File: config.mk
export PLATFORM = sky130hd
export DESIGN_NAME = round_robin_thread_scheduler
export DESIGN_NICKNAME = d
export VERILOG_FILES = /design/src/rrts_pkg.sv /design/src/round_robin_thread_scheduler.sv /design/src/rrts_ring.sv
export SDC_FILE = /design/constraint.sdc
export NUM_CORES = 1
export LEC_CHECK = 0
export BUFFER_PORTS_ARGS = -buffer_cell sky130_fd_sc_hd__clkbuf_2
export CORE_MARGIN = 2
export CORE_UTILIZATION = 40
export CTS_BUF_LIST = sky130_fd_sc_hd__clkbuf_4
export CTS_CLUSTER_DIAMETER = 150
export DETAILED_ROUTE_END_ITERATION = 8
export MAX_ROUTING_LAYER = met4
export PLACE_DENSITY = 0.62
export SLEW_MARGIN = 25
export SYNTH_ARGS = -nofsm -noshare
export SYNTH_HDL_FRONTEND = slang
export SYNTH_HIERARCHICAL = 1
export SYNTH_SLANG_ARGS = --single-unit
File: constraint.sdc
create_clock -name clk -period 3.87 [get_ports clk]
set_input_delay 0.774 -clock clk [delete_from_list [all_inputs] [get_ports clk]]
set_output_delay 0.774 -clock clk [all_outputs]
set_load 0.005 [all_outputs]
File: src/rrts_pkg.sv
`timescale 1ns / 1ps
// ----------------------------------------------------------------------------
// rrts_pkg
// Shared codes, reset constants and the ready ring control struct for the
// round-robin thread scheduler.
// ----------------------------------------------------------------------------
package rrts_pkg;

	localparam int NUM_THREADS_DEF = 16;
	localparam int IDLE_SLOT_DEF   = 1;

	// request kinds
	localparam logic [2:0] REQ_CREATE  = 3'd0;
	localparam logic [2:0] REQ_PREEMPT = 3'd1;
	localparam logic [2:0] REQ_BLOCK   = 3'd2;
	localparam logic [2:0] REQ_UNBLOCK = 3'd3;
	localparam logic [2:0] REQ_YIELD   = 3'd4;

	// block kinds
	localparam logic [1:0] KIND_BLOCKED = 2'd0;
	localparam logic [1:0] KIND_WAITING = 2'd1;
	localparam logic [1:0] KIND_HANGING = 2'd2;

	// slot states
	localparam logic [2:0] ST_UNUSED  = 3'd0;
	localparam logic [2:0] ST_RUNNING = 3'd1;
	localparam logic [2:0] ST_READY   = 3'd2;
	localparam logic [2:0] ST_BLOCKED = 3'd3;
	localparam logic [2:0] ST_WAITING = 3'd4;
	localparam logic [2:0] ST_HANGING = 3'd5;

	// reset priorities (a slot's slice always equals its priority)
	localparam logic [7:0] BOOT_PRIO = 8'd31;
	localparam logic [7:0] IDLE_PRIO = 8'd10;

	localparam logic [31:0] PID_RESET = 32'd2;

	typedef struct packed {
		logic push_tail;
		logic push_head;
		logic pop;
	} ring_op_t;

endpackage

File: src/round_robin_thread_scheduler.sv
`timescale 1ns / 1ps
// ----------------------------------------------------------------------------
// round_robin_thread_scheduler
// A request is taken into the request register; done is then registered
// from it. Throughput: one request per cycle; busy never rises. The running
// slot, its slice and the ready queue depth update with done.
// Reset: slot 0 running, idle slot alone in the ready queue, next id 3.
// The receiver cannot stall; each result shows for exactly one cycle.
// ----------------------------------------------------------------------------
module round_robin_thread_scheduler #(
	parameter int NUM_THREADS = rrts_pkg::NUM_THREADS_DEF,
	parameter int IDLE_SLOT   = rrts_pkg::IDLE_SLOT_DEF
) (
	input  logic        clk,
	input  logic        arst_n,
	input  logic        start,
	output logic        busy,
	input  logic [2:0]  req_type,
	input  logic [3:0]  thread_id,
	input  logic [1:0]  block_kind,
	input  logic [7:0]  priority_req,
	output logic        done,
	output logic [3:0]  running_id,
	output logic        switched,
	output logic [31:0] new_pid,
	output logic [7:0]  running_slice,
	output logic [4:0]  ready_count,
	output logic        error
);

	localparam int SLOT_W   = $clog2(NUM_THREADS);
	localparam int IDLE_MOD = IDLE_SLOT % NUM_THREADS;
	localparam int IDLE_IDX = (IDLE_MOD == 0) ? 1 : IDLE_MOD;

	// request register
	logic              valid_s1;
	logic [2:0]        req_s1;
	logic [3:0]        tid_s1;
	logic [1:0]        kind_s1;
	logic [7:0]        prio_s1;

	// scheduler state
	logic [2:0]        status_q [NUM_THREADS];
	logic [7:0]        prio_q   [NUM_THREADS];
	logic [SLOT_W-1:0] cur_q;
	logic [7:0]        cur_prio_q;
	logic [31:0]       pid_q;

	// result register
	logic              done_q;
	logic              switched_q;
	logic [31:0]       new_pid_q;
	logic              error_q;

	rrts_pkg::ring_op_t ring_op;
	logic [SLOT_W-1:0] push_slot;
	logic [7:0]        push_prio;
	logic [SLOT_W-1:0] head_slot;
	logic [7:0]        head_prio;
	logic [SLOT_W:0]   ring_count;

	logic              tid_ok;
	logic [SLOT_W-1:0] tid_idx;
	logic [2:0]        tid_status;
	logic              tid_parked;
	logic              err;
	logic              do_create;
	logic              do_pick;
	logic [SLOT_W-1:0] next_slot;
	logic [7:0]        next_prio;
	logic              wa_en;
	logic [SLOT_W-1:0] wa_idx;
	logic [2:0]        wa_val;

	function automatic logic block_kind_bad(input logic [1:0] k);
		return (k != rrts_pkg::KIND_BLOCKED) && (k != rrts_pkg::KIND_WAITING) &&
			(k != rrts_pkg::KIND_HANGING);
	endfunction

	assign tid_ok     = (32'(tid_s1) < 32'(NUM_THREADS));
	assign tid_idx    = SLOT_W'(tid_s1);
	assign tid_status = status_q[tid_idx];
	assign tid_parked = (tid_status == rrts_pkg::ST_BLOCKED) ||
		(tid_status == rrts_pkg::ST_WAITING) || (tid_status == rrts_pkg::ST_HANGING);

	always_comb begin
		err        = 1'b0;
		do_create  = 1'b0;
		do_pick    = 1'b0;
		ring_op    = '0;
		push_slot  = cur_q;
		push_prio  = cur_prio_q;
		wa_en      = 1'b0;
		wa_idx     = cur_q;
		wa_val     = rrts_pkg::ST_READY;
		case (req_s1)
			rrts_pkg::REQ_CREATE: begin
				if (!tid_ok || tid_status != rrts_pkg::ST_UNUSED) begin
					err = 1'b1;
				end else begin
					do_create         = 1'b1;
					ring_op.push_tail = 1'b1;
					push_slot         = tid_idx;
					push_prio         = prio_s1;
					wa_en             = 1'b1;
					wa_idx            = tid_idx;
				end
			end
			rrts_pkg::REQ_PREEMPT, rrts_pkg::REQ_YIELD: begin
				// slice always equals priority, so the reload on preempt is implicit
				ring_op.push_tail = 1'b1;
				ring_op.pop       = 1'b1;
				do_pick           = 1'b1;
				wa_en             = 1'b1;
			end
			rrts_pkg::REQ_BLOCK: begin
				if (block_kind_bad(kind_s1)) begin
					err = 1'b1;
				end else begin
					ring_op.pop = 1'b1;
					do_pick     = 1'b1;
					wa_en       = 1'b1;
					wa_val      = rrts_pkg::ST_BLOCKED + 3'(kind_s1);
				end
			end
			rrts_pkg::REQ_UNBLOCK: begin
				if (!tid_ok || !tid_parked) begin
					err = 1'b1;
				end else begin
					ring_op.push_head = 1'b1;
					push_slot         = tid_idx;
					push_prio         = prio_q[tid_idx];
					wa_en             = 1'b1;
					wa_idx            = tid_idx;
				end
			end
			default: err = 1'b1;
		endcase
		if (!valid_s1) begin
			err        = 1'b0;
			do_create  = 1'b0;
			do_pick    = 1'b0;
			ring_op    = '0;
			wa_en      = 1'b0;
		end
	end

	// pick the new running slot: idle on an empty ring for block,
	// the slot just re-queued on an empty ring for preempt and yield
	always_comb begin
		if (ring_count != '0) begin
			next_slot = head_slot;
			next_prio = head_prio;
		end else if (ring_op.push_tail) begin
			next_slot = cur_q;
			next_prio = cur_prio_q;
		end else begin
			next_slot = SLOT_W'(IDLE_IDX);
			next_prio = rrts_pkg::IDLE_PRIO;
		end
	end

	rrts_ring #(
		.NUM_THREADS (NUM_THREADS),
		.IDLE_IDX    (IDLE_IDX),
		.SLOT_W      (SLOT_W)
	) u_ring (
		.clk       (clk),
		.arst_n    (arst_n),
		.op        (ring_op),
		.push_slot (push_slot),
		.push_prio (push_prio),
		.head_slot (head_slot),
		.head_prio (head_prio),
		.count     (ring_count)
	);

	always_ff @(posedge clk or negedge arst_n) begin
		if (!arst_n) begin
			valid_s1 <= 1'b0;
		end else begin
			valid_s1 <= start;
		end
	end

	always_ff @(posedge clk) begin
		if (start) begin
			req_s1  <= req_type;
			tid_s1  <= thread_id;
			kind_s1 <= block_kind;
			prio_s1 <= priority_req;
		end
	end

	always_ff @(posedge clk or negedge arst_n) begin
		if (!arst_n) begin
			for (int i = 0; i < NUM_THREADS; i++) begin
				if (i == 0) begin
					status_q[i] <= rrts_pkg::ST_RUNNING;
					prio_q[i]   <= rrts_pkg::BOOT_PRIO;
				end else if (i == IDLE_IDX) begin
					status_q[i] <= rrts_pkg::ST_READY;
					prio_q[i]   <= rrts_pkg::IDLE_PRIO;
				end else begin
					status_q[i] <= rrts_pkg::ST_UNUSED;
					prio_q[i]   <= '0;
				end
			end
			cur_q      <= '0;
			cur_prio_q <= rrts_pkg::BOOT_PRIO;
			pid_q      <= rrts_pkg::PID_RESET;
		end else begin
			// the new running slot overrides the write to the old one
			if (wa_en && !(do_pick && (next_slot == wa_idx))) begin
				status_q[wa_idx] <= wa_val;
			end
			if (do_pick) begin
				status_q[next_slot] <= rrts_pkg::ST_RUNNING;
				cur_q               <= next_slot;
				cur_prio_q          <= next_prio;
			end
			if (do_create) begin
				prio_q[tid_idx] <= prio_s1;
				pid_q           <= pid_q + 32'd1;
			end
		end
	end

	always_ff @(posedge clk or negedge arst_n) begin
		if (!arst_n) begin
			done_q <= 1'b0;
		end else begin
			done_q <= valid_s1;
		end
	end

	always_ff @(posedge clk) begin
		error_q    <= err;
		switched_q <= do_pick && (next_slot != cur_q);
		new_pid_q  <= do_create ? pid_q + 32'd1 : 32'd0;
	end

	assign busy          = 1'b0;
	assign done          = done_q;
	assign switched      = switched_q;
	assign new_pid       = new_pid_q;
	assign error         = error_q;
	assign running_id    = 4'(cur_q);
	assign running_slice = cur_prio_q;
	assign ready_count   = 5'(ring_count);

endmodule

File: src/rrts_ring.sv
`timescale 1ns / 1ps
// ----------------------------------------------------------------------------
// rrts_ring
// Circular ready queue of slot numbers with their priorities. Supports push
// at tail, push at head and pop of the head; a push at tail and a pop can be done together.
// ----------------------------------------------------------------------------
module rrts_ring #(
	parameter int NUM_THREADS = rrts_pkg::NUM_THREADS_DEF,
	parameter int IDLE_IDX    = 1,
	parameter int SLOT_W      = $clog2(NUM_THREADS)
) (
	input  logic                 clk,
	input  logic                 arst_n,
	input  rrts_pkg::ring_op_t   op,
	input  logic [SLOT_W-1:0]    push_slot,
	input  logic [7:0]           push_prio,
	output logic [SLOT_W-1:0]    head_slot,
	output logic [7:0]           head_prio,
	output logic [SLOT_W:0]      count
);

	localparam int CW = SLOT_W + 1;

	logic [SLOT_W-1:0] ring_slot_q [NUM_THREADS];
	logic [7:0]        ring_prio_q [NUM_THREADS];
	logic [SLOT_W-1:0] head_q;
	logic [CW-1:0]     count_q;

	logic [CW-1:0]     tail_sum;
	logic [SLOT_W-1:0] tail_idx;
	logic [SLOT_W-1:0] head_inc;
	logic [SLOT_W-1:0] head_dec;
	logic              full;
	logic              empty;

	logic              wr_en;
	logic [SLOT_W-1:0] wr_idx;
	logic [SLOT_W-1:0] head_nxt;
	logic [CW-1:0]     count_nxt;

	assign tail_sum = CW'(head_q) + count_q;
	assign tail_idx = (tail_sum >= CW'(NUM_THREADS)) ?
		SLOT_W'(tail_sum - CW'(NUM_THREADS)) : SLOT_W'(tail_sum);
	assign head_inc = (head_q == SLOT_W'(NUM_THREADS - 1)) ? '0 : head_q + 1'b1;
	assign head_dec = (head_q == '0) ? SLOT_W'(NUM_THREADS - 1) : head_q - 1'b1;
	assign full     = (count_q == CW'(NUM_THREADS));
	assign empty    = (count_q == '0);

	assign head_slot = ring_slot_q[head_q];
	assign head_prio = ring_prio_q[head_q];
	assign count     = count_q;

	always_comb begin
		wr_en     = 1'b0;
		wr_idx    = tail_idx;
		head_nxt  = head_q;
		count_nxt = count_q;
		if (op.push_tail && op.pop) begin
			// on an empty ring the pushed entry lands at head and pops straight out
			if (!full) begin
				wr_en    = 1'b1;
				head_nxt = head_inc;
			end else begin
				head_nxt  = head_inc;
				count_nxt = count_q - 1'b1;
			end
		end else if (op.pop) begin
			// empty pop: the ring is left as is; the scheduler picks the idle slot
			if (!empty) begin
				head_nxt  = head_inc;
				count_nxt = count_q - 1'b1;
			end
		end else if (op.push_tail) begin
			if (!full) begin
				wr_en     = 1'b1;
				count_nxt = count_q + 1'b1;
			end
		end else if (op.push_head) begin
			if (!full) begin
				wr_en     = 1'b1;
				wr_idx    = head_dec;
				head_nxt  = head_dec;
				count_nxt = count_q + 1'b1;
			end
		end
	end

	always_ff @(posedge clk or negedge arst_n) begin
		if (!arst_n) begin
			for (int i = 0; i < NUM_THREADS; i++) begin
				ring_slot_q[i] <= (i == 0) ? SLOT_W'(IDLE_IDX) : '0;
				ring_prio_q[i] <= (i == 0) ? rrts_pkg::IDLE_PRIO : '0;
			end
			head_q         <= '0;
			count_q        <= CW'(1);
		end else begin
			if (wr_en) begin
				ring_slot_q[wr_idx] <= push_slot;
				ring_prio_q[wr_idx] <= push_prio;
			end
			head_q  <= head_nxt;
			count_q <= count_nxt;
		end
	end

endmodule
# Yosys cells after proc, flatten, opt, wreduce, memory -nomap -nowiden
# Cells that the tools add are included.
# word_totals
input_bits	20
mem_bits_ro	0
mem_count	0
word_cells	229
latch_bits	0
register_bits	474
output_inout_bits	53
ramBits	0
# classes
muxes	82
n_reduce_logical	25
n_eq_ne	18
div_mod_pow	0
shifts	0
order_cmp	10
n_addsub	8
bitwise_logic	8
multipliers	0
# op_table
op	count
128-bit bitwise mux	2
48-bit two-way mux	2
4-bit two-way mux	21
8-bit two-way mux	10
8-bit binary-select mux with 4-bit select	2
64-bit bitwise mux	1
8-bit demux with 4-bit select	2
48-bit bitwise mux	1
5-bit two-way mux	7
32-bit by 1-bit adder with 32-bit output (second input constant)	1
32-bit AND	1
32-bit NOT	1
5-bit greater-or-equal comparator (second input constant)	6
4-bit NOT with 5-bit output	5
3-bit demux with 4-bit select	2
3-bit two-way mux	7
5-bit by 1-bit less-than comparator with 1-bit output (second input constant)	4
4-bit binary-select mux with 4-bit select	1
4-bit demux with 4-bit select	1
1-bit two-way mux	16
16-bit bitwise OR	1
8-bit case mux with 2 select lines	1
3-bit binary-select mux with 4-bit select	1
1-bit logical AND	10
other kinds (33)	45

# Logic depth before layout (Yosys ltp)
# Gate-level depths: netlist of run 1.
# depth
depth_word	20
ltp_mapped	15
depth_no_buf	12

# Modules after synthesis
# The synthesis of run 1 kept the hierarchy.
# modules_own_cells
module	seq_area_each_um2	instances	cells_each	area_per_inst_um2
round_robin_thread_scheduler	6765.2	1	1058	12931.2
rrts_ring	5034.8	1	620	9760.6

# Least setup slack after synthesis of run 1
# Ideal clock, no wire load.
# synth_path
path_type	register -> register
start	register tid_s1[0] (netlist: tid_idx[0])
end	register u_ring/ring_prio_q[10] in the netlist's numbering
stages_incl_launch_ff	15
setup_slack_ns	-0.417
arrival_ns	4.162
path_cell_list	edfxtp_1 > buf_6 > buf_6 > mux4_2 > a22oi_2 > nand2_2 > or3_1 > a21oi_1 > and2_1 > or3b_4 > o32a_1 > or2_4 > a211oi_4 > buf_6 > mux2_4
# synth_lines
element	line	text
start, declared	round_robin_thread_scheduler.sv:38	logic [3:0] tid_s1;
start signal, assigned	round_robin_thread_scheduler.sv:189	tid_s1 <= thread_id;
end signal, assigned by index	rrts_ring.sv:92	ring_prio_q[i] <= (i == 0) ? rrts_pkg::IDLE_PRIO : '0;
end signal, assigned by index	rrts_ring.sv:99	ring_prio_q[wr_idx] <= push_prio;
end, declared	rrts_ring.sv:25	logic [7:0] ring_prio_q [NUM_THREADS];

==> results of run 1 <==
## layout by cell type, fill, tap and decap left out, types with 8 or more instances in the layout
cell type      netlist  layout
a21boi_1             3       9
a21oi_1             32      25
a22oi_1             12      11
and3_1              15      14
buf_12               0      21
buf_4                1     116
buf_6                6      32
clkbuf_2             1      70
clkbuf_4             0     190
clkinv_1             0      19
dfrtp_1            404     402
dfstp_2             19      19
dfxtp_1             34      34
dlygate4sd3_1        0      17
edfxtp_1            17      17
ha_1                10      10
inv_1               18      17
mux2_2             294     225
mux2_4              31     101
mux2i_1             22      21
mux4_2             112     112
nand2_1            125     108
nand2_4              0      14
nand2b_1             9       8
nand3_1             40      34
nand4_1              9       9
nor2_1              91      89
nor3_1              11      11
o211ai_1            22      22
o21ai_0             45      31
o21ai_1              1      12
or3_1               14       9
xnor2_1             39      39
xor2_1              30      30
## final timing paths
path | cells past startpoint | to | slack (ns)
max | 14 | u_ring/ring_prio_q[76]$_DFFE_PN0P_ | -0.29
min | 1 | prio_s1[4]$_DFFE_PP_ | 0.09
max reg2reg | 14 | u_ring/ring_prio_q[76]$_DFFE_PN0P_ | -0.29
min reg2reg | 2 | status_q[43]$_DFF_PN1_ | 0.49
max in group asynchronous | 3 | u_ring/ring_prio_q[42]$_DFFE_PN0P_ | 2.32
min in group asynchronous | 2 | pid_q[8]$_DFFE_PN0P_ | 0.47
## routing by layer
metal	global-route usage	wire [um]
met5	-	0
met4	0.0808	1500
met2	0.314	27600
met1	0.271	26500
met3	0.0423	3250
## worst max-delay path, cell delays in order (launching register included)
cell      delay (ns)
edfxtp_1        0.42
buf_12          0.15
mux4_2          0.51
a22oi_2         0.22
nand2_2         0.09
or3_4           0.41
a21oi_4         0.13
and2_4          0.18
or3b_4          0.39
o32a_1          0.37
buf_4           0.15
nor2_4          0.12
nand4b_1        0.28
buf_12          0.26
mux2_2          0.27
## registers in the layout (all words and copies together), names as in the netlist, 5 cells and up
signal              cells
new_pid                32
pid_q                  32
prio_q                128
prio_s1                 8
running_slice           8
status_q               48
u_ring/count            5
u_ring/ring_prio_q    128
u_ring/ring_slot_q     64
## kinds of logic after synthesis
kind of cell,Yosys count,synth area share
AND/OR/NAND/NOR,359,0.0753
AO/OA/AOI/OAI,182,0.0600
multiplexers,460,0.288
flip-flops,474,0.520
adder cells (fa/ha/maj),11,0.00640
other,1,0.000165
buffers and inverters,122,0.0237
XOR/XNOR,69,0.0266
## power breakdown
group	switching (mW)	internal, mW	total [mW]
Sequential	0.736	6.00	6.74
Combinational	2.85	2.89	5.74
Clock	2.09	2.30	4.40
## cell type report
type / count / area [sq um]
diodes: 1 / 2.50
clock buffers: 190 / 1430
clock inverters: 33 / 195
fillers: 4928 / 28400
inverters: 18 / 70.1
multi-input cells: 1082 / 11100
flip-flops and latches: 474 / 11800
well taps: 756 / 946
repair buffers: 263 / 2330
## what timing repair did
item,CTS,global route
hold buffers,17,0
setup buffers,17,17
pin swaps,29,30
endpoints found under the hold margin,86,0
gates resized for setup,127,102
setup endpoints to repair,234,283
gates cloned,3,3
==> flow_summary.json, run 1 <==
{
  "status": "finished, violations left",
  "violations": "negative setup slack",
  "tns_ns": -24.44,
  "postRouteAntennaNets": 0,
  "cp.required_ns": 4.57,
  "critical_path_class": "reg2reg",
  "grt_max_degree": 108,
  "synthTopCellsByCount": "dfrtp_1, mux2_2, nand2_1",
  "ios": 73,
  "power.density_nw_per_um2": 605,
  "grt_usage": 0.206,
  "initial_core_util": 0.403,
  "ys_async_sr_fraction": 0.892,
  "drt-total-wl_um": 58900,
  "post-route-period-util": 1.08,
  "startpoint": "tid_idx[0]$_DFFE_PP_",
  "dr.pass1.iters": 6,
  "worst_hold_slack_ns": 0.0909,
  "cts_tree": "done",
  "max_slew_margin": 0.377,
  "seq_area_frac_synth": 0.520,
  "grt_pass1_wl_um": 91700,
  "synth_area_leaders": "dfrtp_1, mux2_2, mux4_2, dfxtp_1, edfxtp_1",
  "synth_flop_cell": "dfrtp_1",
  "synth_cell_types": 83,
  "htree_levels": 3,
  "num_rows": 87,
  "numPlacedInstances": 2539,
  "drtIter0Drc": 940,
  "power_leakage_nw": 12.9,
  "clk_pin_slew_ns": 0.07,
  "fin_ws_ns": -0.291,
  "grt_overflow_total": 0,
  "netlist_area_sq_um": 22700,
  "viasPerCell": 5.47,
  "yosysTopAreaCell": "dfrtp_1",
  "routed-via-count": 15400,
  "numCtsBuffers": 121,
  "cts_sinks": 474,
  "clock_path_buffers": 3,
  "ys_seq_elements": 474,
  "die_h_um": 242,
  "syn-num-nets": 1709,
  "die_x_um": 242,
  "clock_latency_ns": 0.91,
  "hold_viol": 0,
  "arrival_ns": 4.86,
  "root_buffer": "clkbuf_4",
  "io_buffers": 71,
  "drive_gt1_frac": 0.487,
  "period_needed_ns": 4.16,
  "synth.most_common_cell": "dfrtp_1",
  "worst_pin_slew_ns": 0.934,
  "stdcell_count": 2817,
  "peakVddDrop_mv": 0.342,
  "skew_ns": 0.0986,
  "antenna_found_initial": 2,
  "syn_inst": 1678,
  "core_sq_um": 56300,
  "slew_violations": 0,
  "place_congestion": 0.912,
  "dp_hpwl_um": 38000,
  "synth_top_cell_area_share": 0.446,
  "setup_violations": 199,
  "synthToLayoutAreaGrowth_pct": 22.9,
  "endpoint_kind": "flop",
  "clock.fmax_ghz": 0.240,
  "wl_per_cell_um": 20.9,
  "synth_edf_count": 17,
  "cp_max_fo": 6,
  "drc": 0,
  "fp.dieArea_sq_um": 58700,
  "grt_pass1_vias": 16300,
  "nNetsFinal": 1991,
  "rsz0062_at_grt": "true",
  "reg2reg_from": "tid_idx[0]$_DFFE_PP_",
  "utilization": 0.496,
  "drv_cap": 0,
  "worstHoldStart": "priority_req[4]",
  "final_area_sq_um": 27900,
  "avgSynthCellArea_sq_um": 13.5,
  "dp_slack_ns": -0.332,
  "critPathLaunchType": "flop",
  "ys_warn_count": 6,
  "finalPower_mw": 16.9,
  "hold_class": "in2reg",
  "dpl_cell_area_sq_um": 24900
}
Note: power is estimated with default switching activity, not from simulation.
==> run 2, diff against run 1 <==
--- a/config.mk
+++ b/config.mk
@@ -11,6 +11,7 @@
 export CTS_BUF_LIST = sky130_fd_sc_hd__clkbuf_4
 export CTS_CLUSTER_DIAMETER = 150
 export DETAILED_ROUTE_END_ITERATION = 8
+export HOLD_SLACK_MARGIN = 0.15
 export MAX_ROUTING_LAYER = met4
 export PLACE_DENSITY = 0.62
 export SLEW_MARGIN = 25
==> flow_summary.json, run 2 (synthesis results as in run 1) <==
{
  "status": "finished, violations left",
  "violations": "negative setup slack",
  "setup_violations": 195,
  "routed-via-count": 15300,
  "root_buffer": "clkbuf_4",
  "die_h_um": 242,
  "endpoint_kind": "flop",
  "cell_internal_pwr_mw": 11.2,
  "switching_share": 0.336,
  "grt_max_degree": 108,
  "utilization": 0.496,
  "peakVddDrop_mv": 0.343,
  "cp_max_fo": 6,
  "slew_violations": 0,
  "clock.fmax_ghz": 0.241,
  "rsz0062_at_grt": "true",
  "power_frac_comb": 0.340,
  "place_congestion": 0.912,
  "drt-total-wl_um": 58900,
  "drc": 0,
  "initial_core_util": 0.403,
  "period_needed_ns": 4.16,
  "critPathMaxStageDelay_ns": 0.51,
  "grt_usage": 0.206,
  "die_x_um": 242,
  "grt_pass1_wl_um": 91700,
  "reg2reg_from": "tid_idx[0]$_DFFE_PP_",
  "num_rows": 87,
  "cts_sinks": 474,
  "drtIter0Drc": 971,
  "hold_viol": 0,
  "drive_gt1_frac": 0.487,
  "layout_commonest_cell": "dfrtp_1",
  "dp_hpwl_um": 38000,
  "hold_class": "in2reg",
  "clk_pin_slew_ns": 0.07,
  "cp_top_family": "simple AND/OR/NAND/NOR gates",
  "viasPerCell": 5.44,
  "clock_latency_ns": 0.90,
  "cpMaxStageDelayCell": "mux4_2",
  "grt_overflow_total": 0,
  "io_buffers": 71,
  "pwr-share-clk": 0.261,
  "met1_length_um": 26300,
  "power_leakage_nw": 12.9,
  "met2_length_um": 27800,
  "synthToLayoutAreaGrowth_pct": 23.0,
  "htree_levels": 3,
  "max_slew_margin": 0.378,
  "grt_pass1_vias": 16300,
  "fin_ws_ns": -0.287,
  "wl_met3_um": 3310,
  "drv_cap": 0,
  "worst_hold_slack_ns": 0.441,
  "antenna_found_initial": 2,
  "power.density_nw_per_um2": 604,
  "startpoint": "tid_idx[0]$_DFFE_PP_",
  "nNetsFinal": 1992,
  "fp.dieArea_sq_um": 58700,
  "most-common-layout-cells": "dfrtp_1, mux2_2, clkbuf_4",
  "critical_path_class": "reg2reg",
  "top_regs": "prio_q (128), u_ring/ring_prio_q (128), u_ring/ring_slot_q (64)",
  "post-route-period-util": 1.07,
  "path_cells": "buf_12 -> mux4_2 -> a22oi_2 -> nand2_2 -> or3_4 -> a21oi_4 -> and2_4 -> or3b_4 -> o32a_1 -> buf_4 -> nor2_4 -> nand4b_1 -> buf_12 -> mux2_2",
  "skew_ns": 0.103,
  "cts_tree": "done",
  "arrival_ns": 4.85,
  "worstHoldStart": "start",
  "dr.pass1.iters": 5,
  "postRouteAntennaNets": 0,
  "core_sq_um": 56300,
  "power.switching_mw": 5.67,
  "seqPwrFrac": 0.399,
  "ios": 73,
  "top_layer": "met4",
  "numCtsBuffers": 121,
  "cp.required_ns": 4.56,
  "critPathLaunchType": "flop",
  "worst_pin_slew_ns": 0.932,
  "clock_path_buffers": 3,
  "wl_per_cell_um": 20.9,
  "cpMostUsedCell": "buf_12",
  "path_buf_inv": 3
}
## run 2: cell count changes in the layout (fill, tap and decap cells not counted), sizes merged
cell,previous run,this run
dlygate4sd3,17,18
## run 2: timing repair
action,4_1_cts,5_1_grt
setup endpoints to repair,234,283
pin swaps,29,30
gates cloned,3,3
gates resized for setup,127,102
hold buffers,18,0
setup buffers,17,17
hold endpoints to repair,110,0
## run 2: worst register-to-register path: stages (launching register included)
cell      delay (ns)
edfxtp_1        0.42
buf_12          0.15
mux4_2          0.51
a22oi_2         0.23
nand2_2         0.09
or3_4           0.41
a21oi_4         0.13
and2_4          0.18
or3b_4          0.39
o32a_1          0.37
buf_4           0.15
nor2_4          0.12
nand4b_1        0.28
buf_12          0.26
mux2_2          0.28
## run 2: stage by stage
stage          setup TNS (ns)  power (mW)  setup WS, ns  instance area, sq um  std cells
2_1_floorplan           -7.33        10.1        -0.171                 22700       1678
3_3_place_gp           -26.31        11.7        -0.328                 24900       2539
6_report               -23.85        16.9        -0.287                 27900       2818
5_1_grt                -59.84        17.8        -0.427                 27900       2818
3_5_place_dp           -32.63        11.8        -0.332                 24900       2539
4_1_cts                -27.54        16.6        -0.272                 27300       2798
## run 2: path summary, 6_finish.rpt
path,slack [ns],end,cells past startpoint
setup / recovery,-0.29,u_ring/ring_prio_q[76]$_DFFE_PN0P_,14
hold / removal,0.44,valid_s1$_DFF_PN0_,1
setup reg to reg,-0.29,u_ring/ring_prio_q[76]$_DFFE_PN0P_,14
hold reg to reg,0.49,status_q[43]$_DFF_PN1_,2
max in group asynchronous,2.32,u_ring/ring_prio_q[124]$_DFFE_PN0P_,3
min in group asynchronous,0.48,pid_q[8]$_DFFE_PN0P_,2
## run 2: cell type report
| cell class | count | area (sq um) |
|---|---|---|
| Antenna cell | 1 | 2.50 |
| Clock buffer | 190 | 1430 |
| Clock inverter | 33 | 195 |
| Fill cell | 4927 | 28400 |
| Inverter | 18 | 70.1 |
| Multi-Input combinational cell | 1082 | 11100 |
| Sequential cell | 474 | 11800 |
| Tap cell | 756 | 946 |
| Timing Repair Buffer | 264 | 2340 |
## run 2: power groups by stage
stage          sequential, mW  clock [mW]  combinational [mW]
6_report                 6.74        4.40                5.73
5_1_grt                  6.86        4.83                6.15
4_1_cts                  6.71        4.55                5.33
3_5_place_dp             6.78           0                5.03
3_3_place_gp             6.73           0                4.95
2_1_floorplan            6.46           0                3.60
## run 2: metal layers
metal | global-route usage | vias to the layer above
li1 | - | 6845
met1 | 0.271 | 7988
met2 | 0.314 | 409
met3 | 0.0423 | 101
met4 | 0.0808 | 0
met5 | - | -
==> run 3, diff against run 2 <==
--- a/config.mk
+++ b/config.mk
@@ -13,7 +13,7 @@
 export DETAILED_ROUTE_END_ITERATION = 8
 export HOLD_SLACK_MARGIN = 0.15
 export MAX_ROUTING_LAYER = met4
-export PLACE_DENSITY = 0.62
+export PLACE_DENSITY = 0.67
 export SLEW_MARGIN = 25
 export SYNTH_ARGS = -nofsm -noshare
 export SYNTH_HDL_FRONTEND = slang
==> flow_summary.json, run 3 (synthesis results as in run 1) <==
{
  "skew_ns": 0.0615,
  "violations": "negative setup slack",
  "clock_latency_ns": 0.88,
  "core_sq_um": 56300,
  "postRouteAntennaNets": 0,
  "cp.required_ns": 4.60,
  "power.density_nw_per_um2": 600,
  "critical_path_class": "reg2reg",
  "die_x_um": 242,
  "antenna_found_initial": 1,
  "cp_max_fo": 10,
  "clock_path_buffers": 3,
  "io_buffers": 71,
  "slew_violations": 0,
  "peakVddDrop_mv": 0.313,
  "cts_tree": "done",
  "hold_viol": 0,
  "cpMaxStageDelayCell": "mux4_2",
  "power_leakage_nw": 12.3,
  "drt-total-wl_um": 56100,
  "num_rows": 87,
  "critPathLaunchType": "flop",
  "path_cells": "buf_12 -> mux4_2 -> a22oi_2 -> nand2_2 -> or3_4 -> a21oi_4 -> and2_4 -> or3b_4 -> o32a_1 -> or2_4 -> a211oi_4 -> buf_6 -> clkbuf_16 -> mux2_4",
  "dp_hpwl_um": 38300,
  "status": "finished, violations left",
  "ios": 73,
  "rsz0062_at_grt": "true",
  "critPathMaxStageDelay_ns": 0.51,
  "cts_sinks": 474,
  "initial_core_util": 0.403,
  "clk_pin_slew_ns": 0.08,
  "numCtsBuffers": 120,
  "max_slew_margin": 0.469,
  "nNetsFinal": 1962,
  "root_buffer": "clkbuf_4",
  "grt_usage": 0.199,
  "drive_gt1_frac": 0.455,
  "drtIter0Drc": 1008,
  "period_needed_ns": 4.18,
  "clock.fmax_ghz": 0.239,
  "viasPerCell": 5.43,
  "post-route-period-util": 1.08,
  "path_buf_inv": 3,
  "layout_commonest_cell": "dfrtp_1",
  "top_regs": "prio_q (128), u_ring/ring_prio_q (128), u_ring/ring_slot_q (64)",
  "drv_cap": 0,
  "grt_pass1_wl_um": 89300,
  "grt_max_degree": 71,
  "dr.pass1.iters": 5,
  "worst_pin_slew_ns": 0.795,
  "dpl_cell_area_sq_um": 24700,
  "synthToLayoutAreaGrowth_pct": 18.4,
  "htree_levels": 3,
  "fin_ws_ns": -0.310,
  "die_h_um": 242,
  "place_congestion": 0.912,
  "routed-via-count": 15200,
  "cp_top_family": "simple AND/OR/NAND/NOR gates",
  "setup_violations": 192,
  "hold_class": "in2async",
  "most-common-layout-cells": "dfrtp_1, mux2_2, clkbuf_4",
  "drc": 0,
  "tns_ns": -24.39,
  "grt_overflow_total": 0,
  "endpoint_kind": "flop",
  "fp.dieArea_sq_um": 58700,
  "grt_pass1_vias": 15900,
  "arrival_ns": 4.91,
  "wl_per_cell_um": 20.1,
  "final_area_sq_um": 26900
}
## run 3: path summary, 6_finish.rpt
| check | startpoint | endpoint | slack, ns | cells past startpoint |
|---|---|---|---|---|
| min in group clk | start | valid_s1$_DFF_PN0_ | 0.47 | 1 |
| setup reg to reg | tid_idx[0]$_DFFE_PP_ | u_ring/ring_slot_q[6]$_DFFE_PN0P_ | -0.31 | 14 |
| hold reg to reg | status_q[43]$_DFF_PN1_ | status_q[43]$_DFF_PN1_ | 0.50 | 2 |
| setup / recovery | tid_idx[0]$_DFFE_PP_ | u_ring/ring_slot_q[6]$_DFFE_PN0P_ | -0.31 | 14 |
| max in group asynchronous | arst_n | u_ring/ring_prio_q[43]$_DFFE_PN0P_ | 2.52 | 3 |
| hold / removal | arst_n | prio_q[69]$_DFFE_PN0P_ | 0.42 | 2 |
## run 3: report_power, final
group / switching, mW / internal (mW)
Combinational: 2.55 / 2.58
Sequential: 0.732 / 6.00
Clock: 2.09 / 2.18
Total: 5.37 / 10.8
## run 3: area by class of cell
type,count,area [sq um]
tap,756,946
clock inverter,52,256
fill,5000,29400
antenna,1,2.50
timing repair buffer,235,1860
sequential,474,11800
clock buffer,177,1330
multi-input combinational,1082,10600
inverter,18,67.6
## run 3: through the flow
step	setup slack (ns)	hold slack [ns]	util	power (mW)	std cells
final	-0.310	0.419	0.477	16.1	2795
after global routing	-0.377	0.378	0.477	17.1	2795
after CTS	-0.270	0.357	0.473	16.1	2787
after detailed placement	-0.218	0.488	0.440	11.7	2538
after global placement	-0.156	0.473	0.440	11.5	2538
after floorplan	-0.171	0.419	-	10.1	1678
## run 3: layer usage
| metal | routed length (um) | global-route usage | up-vias |
|---|---|---|---|
| met1 | 24800 | 0.260 | 7850 |
| met5 | 0 | - | - |
| met2 | 26400 | 0.303 | 461 |
| met4 | 1360 | 0.0723 | 0 |
| met3 | 3580 | 0.0474 | 90 |
| li1 | - | - | 6771 |
## run 3: repair_timing
action                                  CTS  global route
cloned                                    0             1
endpoints found under the setup margin  193           243
pin swaps                                 1            11
resized for setup                        21            45
setup buffers                             2             6
hold endpoints to repair                 62             0
hold buffers                             18             0
